**config.mk**
```make
export PLATFORM = sky130hd
export DESIGN_NAME = battery_voltage_monitor_flat
export DESIGN_NICKNAME = d
export VERILOG_FILES = /design/src/hw/rtl/bvm_pkg.sv /design/src/hw/rtl/bvm_in_if.sv /design/src/hw/rtl/bvm_out_if.sv /design/src/hw/rtl/bvm_cfg_if.sv /design/src/hw/rtl/battery_voltage_monitor.sv /design/src/hw/rtl/bvm_div.sv /design/src/hw/rtl/bvm_dp.sv /design/src/hw/rtl/bvm_ctrl.sv /design/src/flat_wrapper.sv
export SDC_FILE = /design/constraint.sdc
export NUM_CORES = 1
export LEC_CHECK = 0
export BUFFER_PORTS_ARGS = -buffer_cell sky130_fd_sc_hd__buf_2
export CAP_MARGIN = 0
export CORE_ASPECT_RATIO = 0.5
export CORE_MARGIN = 1.5
export CORE_UTILIZATION = 64
export DETAILED_ROUTE_END_ITERATION = 12
export PLACE_DENSITY = 0.82
export SLEW_MARGIN = 20
export SYNTH_ARGS = -nofsm -noshare
export SYNTH_HDL_FRONTEND = slang
export SYNTH_SLANG_ARGS = --single-unit
```
**constraint.sdc**
```tcl
create_clock -name clk_i -period 8.3 [get_ports clk_i]
set_input_delay 0.83 -clock clk_i [delete_from_list [all_inputs] [get_ports clk_i]]
set_output_delay 0.83 -clock clk_i [all_outputs]
set_load 0.02 [all_outputs]
```
**src/hw/rtl/bvm_pkg.sv**
```systemverilog
`default_nettype none

package bvm_pkg;

  // Field widths.
  localparam int unsigned SAMPLE_W   = 12;
  localparam int unsigned VOLT_W     = 16;
  localparam int unsigned SCALED_W   = 9;
  localparam int unsigned CELLS_W    = 4;
  localparam int unsigned CELLV_W    = 6;
  localparam int unsigned LEVEL_W    = 10;
  localparam int unsigned CFG_IDX_W  = 3;
  localparam int unsigned CFG_DATA_W = 8;

  // Operand widths of the shared divider and the sample-by-scale product.
  localparam int unsigned PROD_W     = 20;
  localparam int unsigned DIV_NUM_W  = 29;
  localparam int unsigned DIV_DEN_W  = 20;

  // Conversion constants.
  localparam int unsigned VOLT_K        = 343;
  localparam int unsigned ADC_FULL      = 4095;
  localparam int unsigned ROUND_ADD     = ADC_FULL * 50;
  localparam int unsigned SCALED_K      = 330;
  localparam int unsigned PRESENT_LEVEL = 10;

  // Configuration register indexes.
  localparam logic [CFG_IDX_W-1:0] REG_VOLTAGE_SCALE      = 3'd0;
  localparam logic [CFG_IDX_W-1:0] REG_DIVIDER_VALUE      = 3'd1;
  localparam logic [CFG_IDX_W-1:0] REG_DIVIDER_MULTIPLIER = 3'd2;
  localparam logic [CFG_IDX_W-1:0] REG_MAX_CELL_VOLTAGE   = 3'd3;
  localparam logic [CFG_IDX_W-1:0] REG_MIN_CELL_VOLTAGE   = 3'd4;
  localparam logic [CFG_IDX_W-1:0] REG_WARN_CELL_VOLTAGE  = 3'd5;

  // Configuration reset values.
  localparam logic [CFG_DATA_W-1:0] RST_VOLTAGE_SCALE      = 8'd110;
  localparam logic [CFG_DATA_W-1:0] RST_DIVIDER_VALUE      = 8'd10;
  localparam logic [CFG_DATA_W-1:0] RST_DIVIDER_MULTIPLIER = 8'd1;
  localparam logic [CELLV_W-1:0]    RST_MAX_CELL_VOLTAGE   = 6'd43;
  localparam logic [CELLV_W-1:0]    RST_MIN_CELL_VOLTAGE   = 6'd33;
  localparam logic [CELLV_W-1:0]    RST_WARN_CELL_VOLTAGE  = 6'd35;
  localparam logic [CELLS_W-1:0]    RST_CELL_COUNT         = 4'd1;

  typedef enum logic [1:0] {
    MODE_OK     = 2'd0,
    MODE_WARN   = 2'd1,
    MODE_CRIT   = 2'd2,
    MODE_ABSENT = 2'd3
  } mode_e;

  typedef enum logic [1:0] {
    BEEP_NONE = 2'd0,
    BEEP_LOW  = 2'd1,
    BEEP_CRIT = 2'd2
  } beep_e;

  // Which division the shared divider is running.
  typedef enum logic [2:0] {
    OP_FILT_STEP1,
    OP_FILT_STEP2,
    OP_RAW_STEP1,
    OP_RAW_STEP2,
    OP_CELLS
  } div_op_e;

  typedef struct packed {
    logic    mul;
    logic    mul_raw;
    logic    start;
    div_op_e op;
    logic    wb;
  } cmd_t;

  typedef struct packed {
    logic div_done;
    logic need_cells;
    logic out_busy;
  } sts_t;

  function automatic logic [VOLT_W-1:0] sat_volt(input logic [DIV_NUM_W-1:0] q);
    logic [VOLT_W-1:0] r;
    r = (|q[DIV_NUM_W-1:VOLT_W]) ? '1 : q[VOLT_W-1:0];
    return r;
  endfunction

endpackage

`default_nettype wire

```
**src/hw/rtl/bvm_in_if.sv**
```systemverilog
`default_nettype none

interface bvm_in_if;
  logic                         valid;
  logic                         ready;
  logic [bvm_pkg::SAMPLE_W-1:0] filtered_sample;
  logic [bvm_pkg::SAMPLE_W-1:0] raw_sample;

  modport source (output valid, output filtered_sample, output raw_sample, input ready);
  modport sink (input valid, input filtered_sample, input raw_sample, output ready);
endinterface

`default_nettype wire

```
**src/hw/rtl/bvm_out_if.sv**
```systemverilog
`default_nettype none

interface bvm_out_if;
  logic                         valid;
  logic                         ready;
  logic [bvm_pkg::VOLT_W-1:0]   voltage;
  logic [bvm_pkg::SCALED_W-1:0] scaled_value;
  logic [1:0]                   battery_status;
  logic [1:0]                   beep_request;
  logic                         failsafe_request;
  logic                         arming_release;
  logic [bvm_pkg::CELLS_W-1:0]  cells;

  modport source (
    output valid, output voltage, output scaled_value, output battery_status,
    output beep_request, output failsafe_request, output arming_release, output cells,
    input ready
  );
  modport sink (
    input valid, input voltage, input scaled_value, input battery_status,
    input beep_request, input failsafe_request, input arming_release, input cells,
    output ready
  );
endinterface

`default_nettype wire

```
**src/hw/rtl/bvm_cfg_if.sv**
```systemverilog
`default_nettype none

interface bvm_cfg_if;
  logic                           valid;
  logic                           ready;
  logic [bvm_pkg::CFG_IDX_W-1:0]  index;
  logic [bvm_pkg::CFG_DATA_W-1:0] data;

  modport source (output valid, output index, output data, input ready);
  modport sink (input valid, input index, input data, output ready);
endinterface

`default_nettype wire

```
**src/hw/rtl/battery_voltage_monitor.sv**
```systemverilog
// Each input transfer yields one result, after two divisions of the filtered sample;
// when the item connects the battery, the cell count is detected from the raw sample
// (three more divisions). One item at a time: the input is not ready again until
// its result is written. All divisions share one divider that retires a bit per cycle.
// Reset (rst_ni, asynchronous, active low): registers at their defaults, battery not
// present, cell count 1, both levels 0, result register empty.
`default_nettype none

module battery_voltage_monitor #(
  parameter int unsigned MAX_CELLS = 8
) (
  input  wire logic  clk_i,
  input  wire logic  rst_ni,
  bvm_in_if.sink     in_i,
  bvm_cfg_if.sink    cfg_i,
  bvm_out_if.source  out_o
);

  logic          in_fire;
  logic          in_ready;
  logic          cfg_fire;
  bvm_pkg::cmd_t cmd;
  bvm_pkg::sts_t sts;

  assign in_fire     = in_i.valid && in_ready;
  assign in_i.ready  = in_ready;
  assign cfg_i.ready = 1'b1;
  assign cfg_fire    = cfg_i.valid;

  bvm_ctrl u_ctrl (
    .clk_i     (clk_i),
    .rst_ni    (rst_ni),
    .in_fire_i (in_fire),
    .in_ready_o(in_ready),
    .cmd_o     (cmd),
    .sts_i     (sts)
  );

  bvm_dp #(
    .MAX_CELLS(MAX_CELLS)
  ) u_dp (
    .clk_i             (clk_i),
    .rst_ni            (rst_ni),
    .in_fire_i         (in_fire),
    .filtered_sample_i (in_i.filtered_sample),
    .raw_sample_i      (in_i.raw_sample),
    .cfg_fire_i        (cfg_fire),
    .cfg_index_i       (cfg_i.index),
    .cfg_data_i        (cfg_i.data),
    .cmd_i             (cmd),
    .sts_o             (sts),
    .out_ready_i       (out_o.ready),
    .out_valid_o       (out_o.valid),
    .voltage_o         (out_o.voltage),
    .scaled_value_o    (out_o.scaled_value),
    .battery_status_o  (out_o.battery_status),
    .beep_request_o    (out_o.beep_request),
    .failsafe_request_o(out_o.failsafe_request),
    .arming_release_o  (out_o.arming_release),
    .cells_o           (out_o.cells)
  );

endmodule

`default_nettype wire

```
**src/hw/rtl/bvm_div.sv**
```systemverilog
`default_nettype none

// Restoring divider, one quotient bit per cycle. A zero divisor gives all ones.
module bvm_div (
  input  wire logic                            clk_i,
  input  wire logic                            rst_ni,
  input  wire logic                            start_i,
  input  wire logic [bvm_pkg::DIV_NUM_W-1:0]   num_i,
  input  wire logic [bvm_pkg::DIV_DEN_W-1:0]   den_i,
  output logic                                 done_o,
  output logic [bvm_pkg::DIV_NUM_W-1:0]        quot_o
);

  localparam int unsigned NW    = bvm_pkg::DIV_NUM_W;
  localparam int unsigned DW    = bvm_pkg::DIV_DEN_W;
  localparam int unsigned CNT_W = $clog2(NW + 1);

  logic [DW-1:0]    rem_q;
  logic [NW-1:0]    quo_q;
  logic [DW-1:0]    den_q;
  logic [CNT_W-1:0] cnt_q;
  logic             busy_q;
  logic             done_q;

  logic [DW:0]      trial;
  logic [DW:0]      diff;
  logic             qbit;

  always_comb begin
    trial = {rem_q, quo_q[NW-1]};
    diff  = trial - {1'b0, den_q};
    qbit  = (trial >= {1'b0, den_q});
  end

  always_ff @(posedge clk_i or negedge rst_ni) begin
    if (!rst_ni) begin
      busy_q <= 1'b0;
      done_q <= 1'b0;
      cnt_q  <= '0;
    end else begin
      done_q <= 1'b0;
      if (start_i) begin
        busy_q <= 1'b1;
        cnt_q  <= CNT_W'(NW);
      end else if (busy_q) begin
        cnt_q <= cnt_q - 1'b1;
        if (cnt_q == CNT_W'(1)) begin
          busy_q <= 1'b0;
          done_q <= 1'b1;
        end
      end
    end
  end

  always_ff @(posedge clk_i) begin
    if (start_i) begin
      rem_q <= '0;
      quo_q <= num_i;
      den_q <= den_i;
    end else if (busy_q) begin
      rem_q <= qbit ? diff[DW-1:0] : trial[DW-1:0];
      quo_q <= {quo_q[NW-2:0], qbit};
    end
  end

  assign done_o = done_q;
  assign quot_o = quo_q;

endmodule

`default_nettype wire

```
**src/hw/rtl/bvm_dp.sv**
```systemverilog
`default_nettype none

module bvm_dp #(
  parameter int unsigned MAX_CELLS = 8
) (
  input  wire logic                             clk_i,
  input  wire logic                             rst_ni,
  input  wire logic                             in_fire_i,
  input  wire logic [bvm_pkg::SAMPLE_W-1:0]     filtered_sample_i,
  input  wire logic [bvm_pkg::SAMPLE_W-1:0]     raw_sample_i,
  input  wire logic                             cfg_fire_i,
  input  wire logic [bvm_pkg::CFG_IDX_W-1:0]    cfg_index_i,
  input  wire logic [bvm_pkg::CFG_DATA_W-1:0]   cfg_data_i,
  input  wire bvm_pkg::cmd_t                    cmd_i,
  output bvm_pkg::sts_t                         sts_o,
  input  wire logic                             out_ready_i,
  output logic                                  out_valid_o,
  output logic [bvm_pkg::VOLT_W-1:0]            voltage_o,
  output logic [bvm_pkg::SCALED_W-1:0]          scaled_value_o,
  output logic [1:0]                            battery_status_o,
  output logic [1:0]                            beep_request_o,
  output logic                                  failsafe_request_o,
  output logic                                  arming_release_o,
  output logic [bvm_pkg::CELLS_W-1:0]           cells_o
);

  localparam int unsigned SW  = bvm_pkg::SAMPLE_W;
  localparam int unsigned VW  = bvm_pkg::VOLT_W;
  localparam int unsigned LW  = bvm_pkg::LEVEL_W;
  localparam int unsigned CW  = bvm_pkg::CELLS_W;
  localparam int unsigned NW  = bvm_pkg::DIV_NUM_W;
  localparam int unsigned DW  = bvm_pkg::DIV_DEN_W;
  localparam int unsigned PW  = bvm_pkg::PROD_W;
  localparam int unsigned XW  = 21;
  localparam int unsigned SCW = bvm_pkg::SCALED_W;

  // Configuration registers.
  logic [bvm_pkg::CFG_DATA_W-1:0] vscale_q, divval_q, divmul_q;
  logic [bvm_pkg::CELLV_W-1:0]    maxcell_q, mincell_q, warncell_q;

  // Working registers.
  logic [SW-1:0]  filt_q, raw_q;
  logic [PW-1:0]  prod_q;
  logic [NW-1:0]  qtmp_q;
  logic [VW-1:0]  volt_q, rvolt_q, cquot_q;

  // Monitor state.
  bvm_pkg::mode_e mode_q;
  logic [CW-1:0]  cells_q;
  logic [LW-1:0]  warn_lvl_q, crit_lvl_q;

  // Result register.
  logic           out_valid_q;
  logic [VW-1:0]  out_volt_q;
  logic [SCW-1:0] out_scaled_q;
  bvm_pkg::mode_e out_mode_q;
  bvm_pkg::beep_e out_beep_q;
  logic           out_fs_q, out_arm_q;
  logic [CW-1:0]  out_cells_q;

  logic           div_done;
  logic [NW-1:0]  div_quot;
  logic [NW-1:0]  div_num;
  logic [DW-1:0]  div_den;

  always_ff @(posedge clk_i or negedge rst_ni) begin
    if (!rst_ni) begin
      vscale_q   <= bvm_pkg::RST_VOLTAGE_SCALE;
      divval_q   <= bvm_pkg::RST_DIVIDER_VALUE;
      divmul_q   <= bvm_pkg::RST_DIVIDER_MULTIPLIER;
      maxcell_q  <= bvm_pkg::RST_MAX_CELL_VOLTAGE;
      mincell_q  <= bvm_pkg::RST_MIN_CELL_VOLTAGE;
      warncell_q <= bvm_pkg::RST_WARN_CELL_VOLTAGE;
    end else if (cfg_fire_i) begin
      unique case (cfg_index_i)
        bvm_pkg::REG_VOLTAGE_SCALE:      vscale_q   <= cfg_data_i;
        bvm_pkg::REG_DIVIDER_VALUE:      divval_q   <= cfg_data_i;
        bvm_pkg::REG_DIVIDER_MULTIPLIER: divmul_q   <= cfg_data_i;
        bvm_pkg::REG_MAX_CELL_VOLTAGE:   maxcell_q  <= cfg_data_i[bvm_pkg::CELLV_W-1:0];
        bvm_pkg::REG_MIN_CELL_VOLTAGE:   mincell_q  <= cfg_data_i[bvm_pkg::CELLV_W-1:0];
        bvm_pkg::REG_WARN_CELL_VOLTAGE:  warncell_q <= cfg_data_i[bvm_pkg::CELLV_W-1:0];
        default: ;
      endcase
    end
  end

  // Divider operands. The first step divides by 4095 * divider_value, the
  // second by divider_multiplier; the cell count divides the raw voltage.
  always_comb begin
    div_num = '0;
    div_den = '0;
    unique case (cmd_i.op)
      bvm_pkg::OP_FILT_STEP1, bvm_pkg::OP_RAW_STEP1: begin
        div_num = NW'(prod_q) * NW'(bvm_pkg::VOLT_K) + NW'(bvm_pkg::ROUND_ADD);
        div_den = {divval_q, 12'd0} - DW'(divval_q);
      end
      bvm_pkg::OP_FILT_STEP2, bvm_pkg::OP_RAW_STEP2: begin
        div_num = qtmp_q;
        div_den = DW'(divmul_q);
      end
      bvm_pkg::OP_CELLS: begin
        div_num = NW'(rvolt_q);
        div_den = DW'(maxcell_q);
      end
      default: ;
    endcase
  end

  bvm_div u_div (
    .clk_i  (clk_i),
    .rst_ni (rst_ni),
    .start_i(cmd_i.start),
    .num_i  (div_num),
    .den_i  (div_den),
    .done_o (div_done),
    .quot_o (div_quot)
  );

  always_ff @(posedge clk_i) begin
    if (in_fire_i) begin
      filt_q <= filtered_sample_i;
      raw_q  <= raw_sample_i;
    end
    if (cmd_i.mul) begin
      prod_q <= PW'(cmd_i.mul_raw ? raw_q : filt_q) * PW'(vscale_q);
    end
    if (div_done) begin
      unique case (cmd_i.op)
        bvm_pkg::OP_FILT_STEP1, bvm_pkg::OP_RAW_STEP1: qtmp_q <= div_quot;
        bvm_pkg::OP_FILT_STEP2: volt_q  <= bvm_pkg::sat_volt(div_quot);
        bvm_pkg::OP_RAW_STEP2:  rvolt_q <= bvm_pkg::sat_volt(div_quot);
        bvm_pkg::OP_CELLS:      cquot_q <= bvm_pkg::sat_volt(div_quot);
        default: ;
      endcase
    end
  end

  // Presence and cell detection.
  logic           present_hit, absent, connect, disconnect;
  logic [CW-1:0]  cells_det, cells_d;
  logic [LW-1:0]  warn_lvl_d, crit_lvl_d;
  bvm_pkg::mode_e mode_mid, mode_d;
  bvm_pkg::beep_e beep_d;
  logic           fs_d, arm_d;
  logic           below_warn, above_warn, below_crit, above_crit;

  // 0..330 value: x / 4095 = x/4096 plus a one-step correction.
  logic [XW-1:0]  scaled_x;
  logic [SCW-1:0] scaled_q0, scaled_d;
  logic [12:0]    scaled_r;

  always_comb begin
    present_hit = volt_q > VW'(bvm_pkg::PRESENT_LEVEL);
    absent      = (mode_q == bvm_pkg::MODE_ABSENT);
    connect     = absent && present_hit;
    disconnect  = !absent && !present_hit;

    if (cquot_q >= VW'(MAX_CELLS)) begin
      cells_det = CW'(MAX_CELLS);
    end else begin
      cells_det = cquot_q[CW-1:0] + 1'b1;
    end

    mode_mid   = mode_q;
    cells_d    = cells_q;
    warn_lvl_d = warn_lvl_q;
    crit_lvl_d = crit_lvl_q;
    if (connect) begin
      mode_mid   = bvm_pkg::MODE_OK;
      cells_d    = cells_det;
      warn_lvl_d = LW'(cells_det) * LW'(warncell_q);
      crit_lvl_d = LW'(cells_det) * LW'(mincell_q);
    end else if (disconnect) begin
      mode_mid   = bvm_pkg::MODE_ABSENT;
      cells_d    = '0;
      warn_lvl_d = '0;
      crit_lvl_d = '0;
    end

    // A level of zero never trips: the voltage cannot drop below it.
    below_warn = volt_q < VW'(warn_lvl_d);
    above_warn = volt_q > (VW'(warn_lvl_d) + 1'b1);
    below_crit = volt_q < VW'(crit_lvl_d);
    above_crit = volt_q > (VW'(crit_lvl_d) + 1'b1);

    mode_d = mode_mid;
    beep_d = bvm_pkg::BEEP_NONE;
    fs_d   = 1'b0;
    arm_d  = 1'b0;
    unique case (mode_mid)
      bvm_pkg::MODE_OK: begin
        if (below_warn) begin
          mode_d = bvm_pkg::MODE_WARN;
          beep_d = bvm_pkg::BEEP_LOW;
        end
      end
      bvm_pkg::MODE_WARN: begin
        arm_d = 1'b1;
        fs_d  = 1'b1;
        priority if (below_crit) begin
          mode_d = bvm_pkg::MODE_CRIT;
          beep_d = bvm_pkg::BEEP_CRIT;
        end else if (above_warn) begin
          mode_d = bvm_pkg::MODE_OK;
        end else begin
          beep_d = bvm_pkg::BEEP_LOW;
        end
      end
      bvm_pkg::MODE_CRIT: begin
        fs_d = 1'b1;
        if (above_crit) begin
          mode_d = bvm_pkg::MODE_WARN;
          beep_d = bvm_pkg::BEEP_LOW;
        end else begin
          beep_d = bvm_pkg::BEEP_CRIT;
        end
      end
      bvm_pkg::MODE_ABSENT: ;
      default: ;
    endcase

    scaled_x  = XW'(filt_q) * XW'(bvm_pkg::SCALED_K);
    scaled_q0 = scaled_x[XW-1:12];
    scaled_r  = 13'(scaled_x[11:0]) + 13'(scaled_q0);
    scaled_d  = scaled_q0 + SCW'(scaled_r >= 13'(bvm_pkg::ADC_FULL));
  end

  always_ff @(posedge clk_i or negedge rst_ni) begin
    if (!rst_ni) begin
      mode_q      <= bvm_pkg::MODE_ABSENT;
      cells_q     <= bvm_pkg::RST_CELL_COUNT;
      warn_lvl_q  <= '0;
      crit_lvl_q  <= '0;
      out_valid_q <= 1'b0;
    end else begin
      if (cmd_i.wb) begin
        mode_q      <= mode_d;
        cells_q     <= cells_d;
        warn_lvl_q  <= warn_lvl_d;
        crit_lvl_q  <= crit_lvl_d;
        out_valid_q <= 1'b1;
      end else if (out_ready_i) begin
        out_valid_q <= 1'b0;
      end
    end
  end

  always_ff @(posedge clk_i) begin
    if (cmd_i.wb) begin
      out_volt_q   <= volt_q;
      out_scaled_q <= scaled_d;
      out_mode_q   <= mode_d;
      out_beep_q   <= beep_d;
      out_fs_q     <= fs_d;
      out_arm_q    <= arm_d;
      out_cells_q  <= cells_d;
    end
  end

  always_comb begin
    sts_o.div_done   = div_done;
    sts_o.need_cells = connect;
    sts_o.out_busy   = out_valid_q;
  end

  assign out_valid_o        = out_valid_q;
  assign voltage_o          = out_volt_q;
  assign scaled_value_o     = out_scaled_q;
  assign battery_status_o   = out_mode_q;
  assign beep_request_o     = out_beep_q;
  assign failsafe_request_o = out_fs_q;
  assign arming_release_o   = out_arm_q;
  assign cells_o            = out_cells_q;

endmodule

`default_nettype wire

```
**src/hw/rtl/bvm_ctrl.sv**
```systemverilog
`default_nettype none

module bvm_ctrl (
  input  wire logic          clk_i,
  input  wire logic          rst_ni,
  input  wire logic          in_fire_i,
  output logic               in_ready_o,
  output bvm_pkg::cmd_t      cmd_o,
  input  wire bvm_pkg::sts_t sts_i
);

  typedef enum logic [3:0] {
    ST_IDLE,
    ST_MUL_FILT,
    ST_FILT1,
    ST_FILT2,
    ST_CHECK,
    ST_MUL_RAW,
    ST_RAW1,
    ST_RAW2,
    ST_CELLS,
    ST_WRITE
  } state_e;

  state_e        state_q;
  bvm_pkg::cmd_t cmd_q;
  logic          in_ready_q;

  always_ff @(posedge clk_i or negedge rst_ni) begin
    if (!rst_ni) begin
      state_q    <= ST_IDLE;
      in_ready_q <= 1'b1;
      cmd_q      <= '{mul: 1'b0, mul_raw: 1'b0, start: 1'b0,
                      op: bvm_pkg::OP_FILT_STEP1, wb: 1'b0};
    end else begin
      cmd_q.mul   <= 1'b0;
      cmd_q.start <= 1'b0;
      cmd_q.wb    <= 1'b0;
      unique case (state_q)
        ST_IDLE: begin
          if (in_fire_i) begin
            in_ready_q    <= 1'b0;
            cmd_q.mul     <= 1'b1;
            cmd_q.mul_raw <= 1'b0;
            state_q       <= ST_MUL_FILT;
          end
        end
        ST_MUL_FILT: begin
          cmd_q.start <= 1'b1;
          cmd_q.op    <= bvm_pkg::OP_FILT_STEP1;
          state_q     <= ST_FILT1;
        end
        ST_FILT1: begin
          if (sts_i.div_done) begin
            cmd_q.start <= 1'b1;
            cmd_q.op    <= bvm_pkg::OP_FILT_STEP2;
            state_q     <= ST_FILT2;
          end
        end
        ST_FILT2: begin
          if (sts_i.div_done) begin
            state_q <= ST_CHECK;
          end
        end
        ST_CHECK: begin
          // The raw sample is only converted when the battery is connecting.
          if (sts_i.need_cells) begin
            cmd_q.mul     <= 1'b1;
            cmd_q.mul_raw <= 1'b1;
            state_q       <= ST_MUL_RAW;
          end else begin
            state_q <= ST_WRITE;
          end
        end
        ST_MUL_RAW: begin
          cmd_q.start <= 1'b1;
          cmd_q.op    <= bvm_pkg::OP_RAW_STEP1;
          state_q     <= ST_RAW1;
        end
        ST_RAW1: begin
          if (sts_i.div_done) begin
            cmd_q.start <= 1'b1;
            cmd_q.op    <= bvm_pkg::OP_RAW_STEP2;
            state_q     <= ST_RAW2;
          end
        end
        ST_RAW2: begin
          if (sts_i.div_done) begin
            cmd_q.start <= 1'b1;
            cmd_q.op    <= bvm_pkg::OP_CELLS;
            state_q     <= ST_CELLS;
          end
        end
        ST_CELLS: begin
          if (sts_i.div_done) begin
            state_q <= ST_WRITE;
          end
        end
        ST_WRITE: begin
          // The result register is written only once the previous result has left it.
          if (!sts_i.out_busy) begin
            cmd_q.wb   <= 1'b1;
            in_ready_q <= 1'b1;
            state_q    <= ST_IDLE;
          end
        end
        default: state_q <= ST_IDLE;
      endcase
    end
  end

  assign in_ready_o = in_ready_q;
  assign cmd_o      = cmd_q;

endmodule

`default_nettype wire

```
**src/flat_wrapper.sv**
```systemverilog
// flat-port wrapper written by rule: the top's interface ports become plain ports
module battery_voltage_monitor_flat 
#(
  parameter int unsigned MAX_CELLS = 8
)
  (clk_i, rst_ni, in_i_valid, in_i_filtered_sample, in_i_raw_sample, in_i_ready, cfg_i_valid, cfg_i_index, cfg_i_data, cfg_i_ready, out_o_valid, out_o_voltage, out_o_scaled_value, out_o_battery_status, out_o_beep_request, out_o_failsafe_request, out_o_arming_release, out_o_cells, out_o_ready);
  bvm_in_if in_i_i ();
  bvm_cfg_if cfg_i_i ();
  bvm_out_if out_o_i ();
  input  wire logic clk_i;
  input  wire logic rst_ni;
  input wire logic [$bits(in_i_i.valid)-1:0] in_i_valid;
  input wire logic [$bits(in_i_i.filtered_sample)-1:0] in_i_filtered_sample;
  input wire logic [$bits(in_i_i.raw_sample)-1:0] in_i_raw_sample;
  output wire logic [$bits(in_i_i.ready)-1:0] in_i_ready;
  input wire logic [$bits(cfg_i_i.valid)-1:0] cfg_i_valid;
  input wire logic [$bits(cfg_i_i.index)-1:0] cfg_i_index;
  input wire logic [$bits(cfg_i_i.data)-1:0] cfg_i_data;
  output wire logic [$bits(cfg_i_i.ready)-1:0] cfg_i_ready;
  output wire logic [$bits(out_o_i.valid)-1:0] out_o_valid;
  output wire logic [$bits(out_o_i.voltage)-1:0] out_o_voltage;
  output wire logic [$bits(out_o_i.scaled_value)-1:0] out_o_scaled_value;
  output wire logic [$bits(out_o_i.battery_status)-1:0] out_o_battery_status;
  output wire logic [$bits(out_o_i.beep_request)-1:0] out_o_beep_request;
  output wire logic [$bits(out_o_i.failsafe_request)-1:0] out_o_failsafe_request;
  output wire logic [$bits(out_o_i.arming_release)-1:0] out_o_arming_release;
  output wire logic [$bits(out_o_i.cells)-1:0] out_o_cells;
  input wire logic [$bits(out_o_i.ready)-1:0] out_o_ready;
  assign in_i_i.valid = in_i_valid;
  assign in_i_i.filtered_sample = in_i_filtered_sample;
  assign in_i_i.raw_sample = in_i_raw_sample;
  assign in_i_ready = in_i_i.ready;
  assign cfg_i_i.valid = cfg_i_valid;
  assign cfg_i_i.index = cfg_i_index;
  assign cfg_i_i.data = cfg_i_data;
  assign cfg_i_ready = cfg_i_i.ready;
  assign out_o_valid = out_o_i.valid;
  assign out_o_voltage = out_o_i.voltage;
  assign out_o_scaled_value = out_o_i.scaled_value;
  assign out_o_battery_status = out_o_i.battery_status;
  assign out_o_beep_request = out_o_i.beep_request;
  assign out_o_failsafe_request = out_o_i.failsafe_request;
  assign out_o_arming_release = out_o_i.arming_release;
  assign out_o_cells = out_o_i.cells;
  assign out_o_i.ready = out_o_ready;
  battery_voltage_monitor #(.MAX_CELLS(MAX_CELLS)) u_core (.clk_i(clk_i), .rst_ni(rst_ni), .in_i(in_i_i), .cfg_i(cfg_i_i), .out_o(out_o_i));
endmodule
```
; Yosys cells after proc, flatten, opt, wreduce, memory -nomap -nowiden
; Cells that the tools add are included.
[totals]
regBits = 313
in_bits = 40
output_inout_bits = 38
[classes]
n_addsub = 9
multipliers = 5
order_cmp = 8
n_eq_ne = 30
mux = 59
reduce_logical = 32
[ops]
columns = operator, count
row1 = case mux 29 bit (3 select lines), 1
row2 = case mux 20 bit (3 select lines), 1
row3 = 2-to-1 mux 29 bit, 2
row4 = 2-to-1 mux 4 bit, 14
row5 = 2-to-1 mux 10 bit, 4
row6 = case mux 4 bit (10 select lines), 1
row7 = greater-than comparator 16 x 11 -> 1 bit, 2
row8 = < comparator 16 x 10 -> 1 bit, 2
row9 = "adder 29 x 18 -> 29 bit, second input constant", 1
row10 = "multiplier 20 x 9 -> 29 bit, second input constant", 1
row11 = "adder 10 x 1 -> 11 bit, second input constant", 2
row12 = >= comparator 21 x 20 -> 1 bit, 1
row13 = multiplier 12 x 8 -> 20 bit, 1
row14 = "multiplier 12 x 8 -> 20 bit, second input constant", 1
row15 = multiplier 4 x 6 -> 10 bit, 2
row16 = 2-to-1 mux 2 bit, 10
row17 = 2-to-1 mux 20 bit, 1
row18 = case mux 4 bit (5 select lines), 1
row19 = AND reduction 2 bit, 10
row20 = subtractor 20 bit, 1
row21 = subtractor 20 x 8 -> 20 bit, 1
row22 = "equality test 4 x 3 -> 1 bit, second input constant", 4
row23 = ">= comparator 16 x 4 -> 1 bit, second input constant", 1
row24 = "greater-than comparator 16 x 4 -> 1 bit, second input constant", 1
row25 = 35 further kinds, 77

; Logic depth before layout (Yosys ltp)
; Gate-level depths: netlist (run 1).
[depth]
word_depth = 10
depth_mapped = 29
ltp_nobuf = 28

; Modules after synthesis
; A second synthesis (run 1) with hierarchy kept.
[hier_totals]
cells_unflattened = 2458
area_unflattened_um2 = 25722.2
[by_module_without_submodules]
columns = mod, n_inst, cells_per_inst, area_per_inst_um2, seq_area_each_um2
row1 = bvm_dp, 1, 1971, 20769.9, 6436.2
row2 = bvm_div, 1, 408, 4275.4, 2047.0
row3 = bvm_ctrl, 1, 76, 659.4, 301.5
row4 = battery_voltage_monitor, 1, 3, 17.5, 0.0

; Least setup slack after synthesis (run 1)
; No wires, ideal clock.
[synth_path]
path_kind = register -> register
from = register u_core.u_dp.filt_q[1]
to = register u_core.u_dp.out_scaled_q[8] (netlist: u_core.u_dp.scaled_value_o[8]), data pin
arrival_ps = 5860
path_slack_ps = 2173
path_stages_with_launch = 27
path_buffers = 0
period_less_slack_ps = 6127
cell_sequence = edfxtp_1 > ha_1 > inv_1 > fa_1 > fa_1 > inv_1 > ha_1 > ha_1 > nand3_1 > o211ai_1 > nand2b_1 > a31oi_1 > xnor2_1 > ha_1 > a21o_1 > a21oi_1 > o21ai_0 > a21oi_1 > o21ai_0 > or2_2 > a211o_1 > nand3_1 > ha_1 > ha_1 > nand2_1 > nor4b_2 > xor2_1
[synth_between]
elab_chain_cells = 4
[synth_lines]
columns = element, line
row1 = from (decl), bvm_dp.sv:42  ; logic [SW-1:0] filt_q, raw_q;
row2 = from (signal assigned), bvm_dp.sv:121  ; filt_q <= filtered_sample_i;
row3 = multiplier 12 x 8 -> 20 bit *, bvm_dp.sv:222  ; scaled_x = XW'(filt_q) * XW'(bvm_pkg::SCALED_K);
row4 = adder 12 x 9 -> 13 bit, bvm_dp.sv:224  ; scaled_r = 13'(scaled_x[11:0]) + 13'(scaled_q0);
row5 = >= comparator 13 x 12 -> 1 bit, bvm_dp.sv:225  ; scaled_d = scaled_q0 + SCW'(scaled_r >= 13'(bvm_pkg::ADC_FULL));
row6 = adder 9 x 1 -> 9 bit *, bvm_dp.sv:225
row7 = named net u_core.u_dp.scaled_d[8], bvm_dp.sv:149  ; logic [SCW-1:0] scaled_q0, scaled_d;
row8 = to (signal assigned), bvm_dp.sv:251  ; out_scaled_q <= scaled_d;
row9 = to (decl), bvm_dp.sv:55  ; logic [SCW-1:0] out_scaled_q;
; Mark *: on every way through the listed nets, which the timed path passes. The rest lies on a longest branch.
; A chain may end at the register's enable or synchronous reset.

; Worst setup path after layout (run 1)
; Ends and elaborated chain as after synthesis.

==> results of run 1 <==
==> per-stage QoR <==
step / area [sq um] / worst slack (ns) / cells / utilization [%] / total power, uW
after floorplan: 25300 / 2.17 / 2420 / - / 7020
after global placement: 26200 / 1.74 / 2972 / 67.2 / 8060
after detailed placement: 26200 / 1.44 / 2972 / 67.2 / 8270
after CTS: 27100 / 1.43 / 3024 / 69.7 / 9730
after global routing: 27100 / 0.943 / 3024 / 69.7 / 10600
final: 27100 / 1.38 / 3025 / 69.7 / 9750
==> worst min path at each step <==
stage,end,depth (start not counted)
CTS,u_core.u_dp.u_div.cnt_q[1],1
global route,u_core.u_dp.u_div.cnt_q[0],1
finish,u_core.u_dp.divmul_q[3],1
detailed placement,u_core.u_dp.qtmp_q[6],0
global placement,u_core.u_dp.qtmp_q[7],0
floorplan,u_core.u_dp.qtmp_q[10],0
==> routing by layer <==
| layer | global-route usage (%) | wire (microns) | vias to the layer above |
|---|---|---|---|
| met5 | 0 | 0 | - |
| met4 | 7.25 | 1180 | 0 |
| met3 | 4.40 | 4130 | 88 |
| met2 | 47.8 | 26800 | 701 |
| met1 | 40.5 | 25600 | 9032 |
| li1 | - | - | 8514 |
==> final cells by class <==
class / count / area [sq um]
Antenna cell: 1 / 2.50
Clock buffer: 34 / 723
Clock inverter: 18 / 251
Fill cell: 2792 / 11800
Inverter: 328 / 1230
Multi-Input combinational cell: 1710 / 15000
Sequential cell: 313 / 8790
Tap cell: 530 / 663
Timing Repair Buffer: 91 / 495
==> flip-flops by register name, indices dropped and copies added (netlist names), 16 cells and up <==
register and count:
u_core.u_dp.voltage_o 16, u_core.u_dp.u_div.den_q 20, u_core.u_dp.rvolt_q 16, u_core.u_dp.prod_q 20, u_core.u_dp.qtmp_q 29, u_core.u_dp.u_div.rem_q 20, u_core.u_dp.cquot_q 16, u_core.u_dp.volt_q 16
u_core.u_dp.u_div.quot_o 29
==> critical path: stages, from the launching register on <==
cell	delay (ns)
edfxtp_1	0.50
ha_1	0.37
inv_1	0.06
fa_1	0.47
fa_1	0.51
inv_1	0.05
ha_1	0.29
ha_1	0.35
nand3_1	0.10
o211ai_1	0.29
nand2b_1	0.17
a31oi_1	0.11
xnor2_1	0.48
ha_1	0.33
a21o_1	0.18
a21oi_1	0.21
o21ai_0	0.11
a21oi_1	0.23
o21ai_0	0.18
or2_2	0.32
a211o_1	0.30
nand3_1	0.07
ha_1	0.17
ha_1	0.21
nand2_1	0.10
nor4b_2	0.35
xor2_1	0.11
==> logic make-up (layout without fill, tap and decap cells) <==
logic type                 after synthesis  after routing
DFF                                    313            313
xor gates and xnor gates                94             94
and+or+nand+nor                        601            601
muxes                                   75             75
other                                    1              2
adders and majority gates              476            476
AOI/OAI and AO/OA                      463            463
buffers and inverters                  397            471
==> power breakdown <==
group	internal, uW	switching [uW]
clock	786	612
sequential	2230	290
combinational	2520	3320
total	5530	4220
==> layout by cell type, fill, tap and decap left out, types with 25 or more instances in the layout <==
cell and instances:
inv_1 325, xor2_1 38, a21o_1 30, edfxtp_1 205, clkbuf_16 28, dfrtp_1 65
xnor2_1 56, nor2b_1 37, buf_2 75, nor2_1 149, a21oi_1 133, a211oi_1 25
nand2_1 156, mux2i_1 27, mux2_2 48, ha_1 304, nor3_1 37, and2_1 65
o21ai_0 71, nand3_1 39, fa_1 172, o21a_1 26
==> flow_summary.toml, run 1 <==
[timing]
min_period_over_period_pct = 83.3
setup_viol = 0
slew_viol_final = 0
hold_slack_ns = 0.151
rsz0062_at_grt = "false"
timing.fmax_ghz = 0.145
period_needed_ns = 6.92
max_slew_margin_pct = 19.2
worst_slew_pin_slew_ns = 1.21
skew_ns = 0.0143
hold_violations = 0
setup-tns-final_ns = 0

[synthesis]
netlist_top_cells_count = "inv_1, ha_1, edfxtp_1, fa_1, nand2_1"
synth-compound-area-share_pct = 12.1
synth_top_area_share_pct = 24.3
muxShareOfSynthArea_pct = 3.21
yosys.area.top_type = "edfxtp_1"
synth_warnings = 0
ys_async_sr_fraction_pct = 28.1
synth_xor_area_share_pct = 3.26
synth_edf_count = 205
synth_most_common_cell = "inv_1"
synth_fa_ha_area_share_pct = 28.7
syn-mean-instance-area_sq_um = 10.5
syn-instance-count = 2420
netlist_top_cells_area = "edfxtp_1, ha_1, fa_1, dfrtp_1, inv_1"
synth.distinct_cells = 90
synth_nets = 2936
synth-simple-area-share_pct = 12.0
ys_seq_elements = 313
ys.flop_type = "edfxtp_1"
syn_area_sq_um = 25300
yosysSeqAreaShare_pct = 34.7
synth_top_family_by_area = "adder cells"

[clock_network]
cts_buffers = 28
postCtsSetupBuffers = 0
cts_tree = "built"
cts-root-buf = "clkbuf_16"
ctsResizeCount = 0
clk_latency_ns = 0.58
cts_sinks = 313
cts_buffer_depth = 3
clk_pin_slew_ns = 0.07
ctsHoldBuffers = 0
cts_max_level = 1

[run_status]
outcome = "finished clean"

[placement]
dp_hpwl_microns = 43400
place.gp.congestion = 0.879
port_buffers = 76

[floorplanning]
start_util_pct = 65.0
core_sq_um = 38900
die_w_microns = 284
dieArea_sq_um = 40800
chipHeight_microns = 144
rows = 51
io_pins = 78

[global_routing]
grt_pass1_wl_microns = 94800
grt_max_degree = 83
grt_antenna_before_repair = 2
overflow = 0
globalRouteTotalUtil_pct = 28.9
grt_pass1_vias = 18433

[critical_path]
path_class = "reg2reg"
crit_arrival_ns = 7.22
r2r-start = "u_core.u_dp.filt_q[1]"
crit_start = "u_core.u_dp.filt_q[1]"
crit_fanout = 6
crit_required_ns = 8.61
worstSetupEndpoint = "u_core.u_dp.scaled_value_o[8]"
worst-r2r-setup-slack_ns = 1.38
r2r_end = "u_core.u_dp.scaled_value_o[8]"
end_kind = "flip-flop"
ff2ff_path_depth = 26
start_kind = "flip-flop"

[power]
ir_worst_vdd_mv = 0.430
leakage_uw = 0.0119
powerDensity_nw_per_um2 = 359

[finish]
finalNetCount = 2988
areaGrowthSynthToFinish_pct = 7.34
drive_gt1_share_pct = 9.78

[run]
cap_violations = 0

[drt]
via_per_inst = 6.06
dr.pass1.iters = 5
dr_total_vias = 18335
totalWireLength_microns = 57800
wl_per_cell_microns = 19.1
drc_errors = 0
ant_nets = 0
drtIter0Drc = 1651

[hold_path]
hp-class = "in2async"
(Power assumes the default switching activity.)
==> inputs of run 2 (changes only) <==
--- a/config.mk
+++ b/config.mk
@@ -9,9 +9,9 @@
 export CAP_MARGIN = 0
 export CORE_ASPECT_RATIO = 0.5
 export CORE_MARGIN = 1.5
-export CORE_UTILIZATION = 64
+export CORE_UTILIZATION = 58
 export DETAILED_ROUTE_END_ITERATION = 12
-export PLACE_DENSITY = 0.82
+export PLACE_DENSITY = 0.78
 export SLEW_MARGIN = 20
 export SYNTH_ARGS = -nofsm -noshare
 export SYNTH_HDL_FRONTEND = slang
==> constraint.sdc (replaced) <==
create_clock -name clk_i -period 6 [get_ports clk_i]
set_input_delay 0.6 -clock clk_i [delete_from_list [all_inputs] [get_ports clk_i]]
set_output_delay 0.6 -clock clk_i [all_outputs]
set_load 0.02 [all_outputs]
==> run 2 against run 1 <==
Clock power rose by 36%; power grew 48%; core utilization shrank 2.0 points; clock-buffer cell count increased by 3; maximum frequency rose by 15%; flip-flop and latch count unchanged; die area rose by 10%; clock skew up 0.0047 ns; global-route usage decreased by 2.1 points; critical path depth increased by 2; wire length grew 4.8%.
==> flow_summary.toml, run 2 (synthesis gave the netlist of run 1 again) <==
[critical_path]
ff2ff_path_depth = 28
max_stage_delay_ns = 0.51
path_buf_inv = 4
worst-r2r-setup-slack_ns = 0.001
cpMostUsedCell = "ha_4"
critical_path.slowest_cell = "fa_1"
r2r_end = "u_core.u_dp.scaled_value_o[8]"
r2r-start = "u_core.u_dp.filt_q[3]"
crit_required_ns = 6.33
path_class = "reg2reg"
crit_fanout = 5
end_kind = "flip-flop"
crit_arrival_ns = 6.33
start_kind = "flip-flop"
cp_top_family = "adder cells"

[global_routing]
globalRouteTotalUtil_pct = 26.8
use_met2_pct = 43.0
grt_pass1_vias = 18455
grt_pass1_wl_microns = 96100
grt_antenna_before_repair = 1
grt_max_degree = 82
overflow = 0
use_met1_pct = 38.8
use_met3_pct = 3.90
busiest_layer = "met2"

[timing]
worst_slew_pin_slew_ns = 1.13
skew_ns = 0.0190
period_needed_ns = 6.00
slew_viol_final = 0
hold_violations = 0
setup_viol = 0
min_period_over_period_pct = 100
max_slew_margin_pct = 24.3
rsz0062_at_grt = "true"
timing.fmax_ghz = 0.167

[drt]
dr_total_vias = 18610
via_per_inst = 5.85
ant_nets = 0
drc_errors = 0
totalWireLength_microns = 60600
wl_per_cell_microns = 19.0
drtIter0Drc = 1545
dr.pass1.iters = 7

[finish]
fin_area_sq_um = 28800
final_cell_mix = "inv_1, ha_1, edfxtp_1, fa_1, nand2_1"
multi_input_area_sq_um = 15800
fillers = 3104
register_area_sq_um = 8790
finalNetCount = 3097
n_antenna_cell = 0
areaGrowthSynthToFinish_pct = 13.9
drive_gt1_share_pct = 17.7
mostFrequentLayoutCell = "inv_1"
fin_cells = 3181

[clock_network]
clk_latency_ns = 0.59
cts_buffer_depth = 3
clk_pin_slew_ns = 0.07
cts_sinks = 313
cts_max_level = 1
cts-root-buf = "clkbuf_16"
cts_buffers = 29
cts_tree = "built"

[floorplanning]
io_pins = 78
core_sq_um = 42500
die_w_microns = 298
start_util_pct = 59.5
chipHeight_microns = 151
dieArea_sq_um = 44900
rows = 53

[run_status]
outcome = "finished clean"

[placement]
placed_cells = 3086
place.gp.congestion = 0.885
postPlaceCellArea_sq_um = 26800
dp_hpwl_microns = 43800
port_buffers = 76

[power]
ir_worst_vdd_mv = 0.525
powerDensity_nw_per_um2 = 502
leakage_uw = 0.0127

[hold_path]
hp-start = "in_i_raw_sample[7]"
whs_endpoint = "u_core.u_dp.raw_q[7]"
hp-class = "in2reg"
min_path_cells = 1

[run]
cap_violations = 0
[run 2: metrics by stage]
| step | hold slack, ns | setup TNS, ns | utilization, % | total power, uW | worst slack, ns |
|---|---|---|---|---|---|
| finish | 0.182 | 0 | 67.8 | 14500 | 0.000984 |
| global route | 0.158 | -1.85 | 67.8 | 15800 | -0.258 |
| CTS | 0.159 | 0 | 65.6 | 13900 | 0.00342 |
| detailed placement | 0.434 | -1.03 | 62.9 | 11800 | -0.250 |
| global placement | 0.429 | -0.00942 | 62.9 | 11600 | -0.00942 |
| floorplan | 0.304 | 0 | - | 9740 | 0.0175 |
[run 2: power by group]
part	internal [uW]	switching, uW
Clock	999	902
Sequential	3080	392
Combinational	4130	4950
[run 2: routing by layer]
metal	up-vias	wire length (microns)	share of wire, %
li1	8741	-	-
met1	9141	27200	45
met2	627	27900	46
met3	101	4040	6.7
met4	0	1370	2.3
met5	-	0	0
[run 2: layout make-up]
class	instances	share of cell area (%)
repair buffers	199	4.62
flip-flops and latches	313	30.5
clock inverters	17	0.461
well taps	577	2.51
multi-input cells	1710	54.7
inverters	328	4.28
clock buffers	37	2.88
[run 2: how the worst max path moves through the flow]
| stage | slack [ns] | to | startpoint | cells past startpoint |
|---|---|---|---|---|
| CTS | 0.003 | u_core.u_dp.scaled_value_o[8] | u_core.u_dp.filt_q[3] | 28 |
| global placement | -0.009 | u_core.u_dp.scaled_value_o[8] | u_core.u_dp.filt_q[3] | 27 |
| floorplan | 0.02 | u_core.u_dp.scaled_value_o[8] | u_core.u_dp.filt_q[1] | 26 |
| global route | -0.26 | u_core.u_dp.mode_q[1] | u_core.u_dp.cquot_q[13] | 27 |
| detailed placement | -0.25 | u_core.u_dp.scaled_value_o[8] | u_core.u_dp.filt_q[3] | 27 |
| finish | 0.001 | u_core.u_dp.scaled_value_o[8] | u_core.u_dp.filt_q[3] | 28 |
[run 2: timing repair]
item                                    4_1_cts  5_1_grt
hold buffers                                  1        0
endpoints found under the setup margin       11       20
hold endpoints to repair                     22        0
setup buffers                                 8       32
pin swaps                                    14       82
gates resized for setup                      21      123
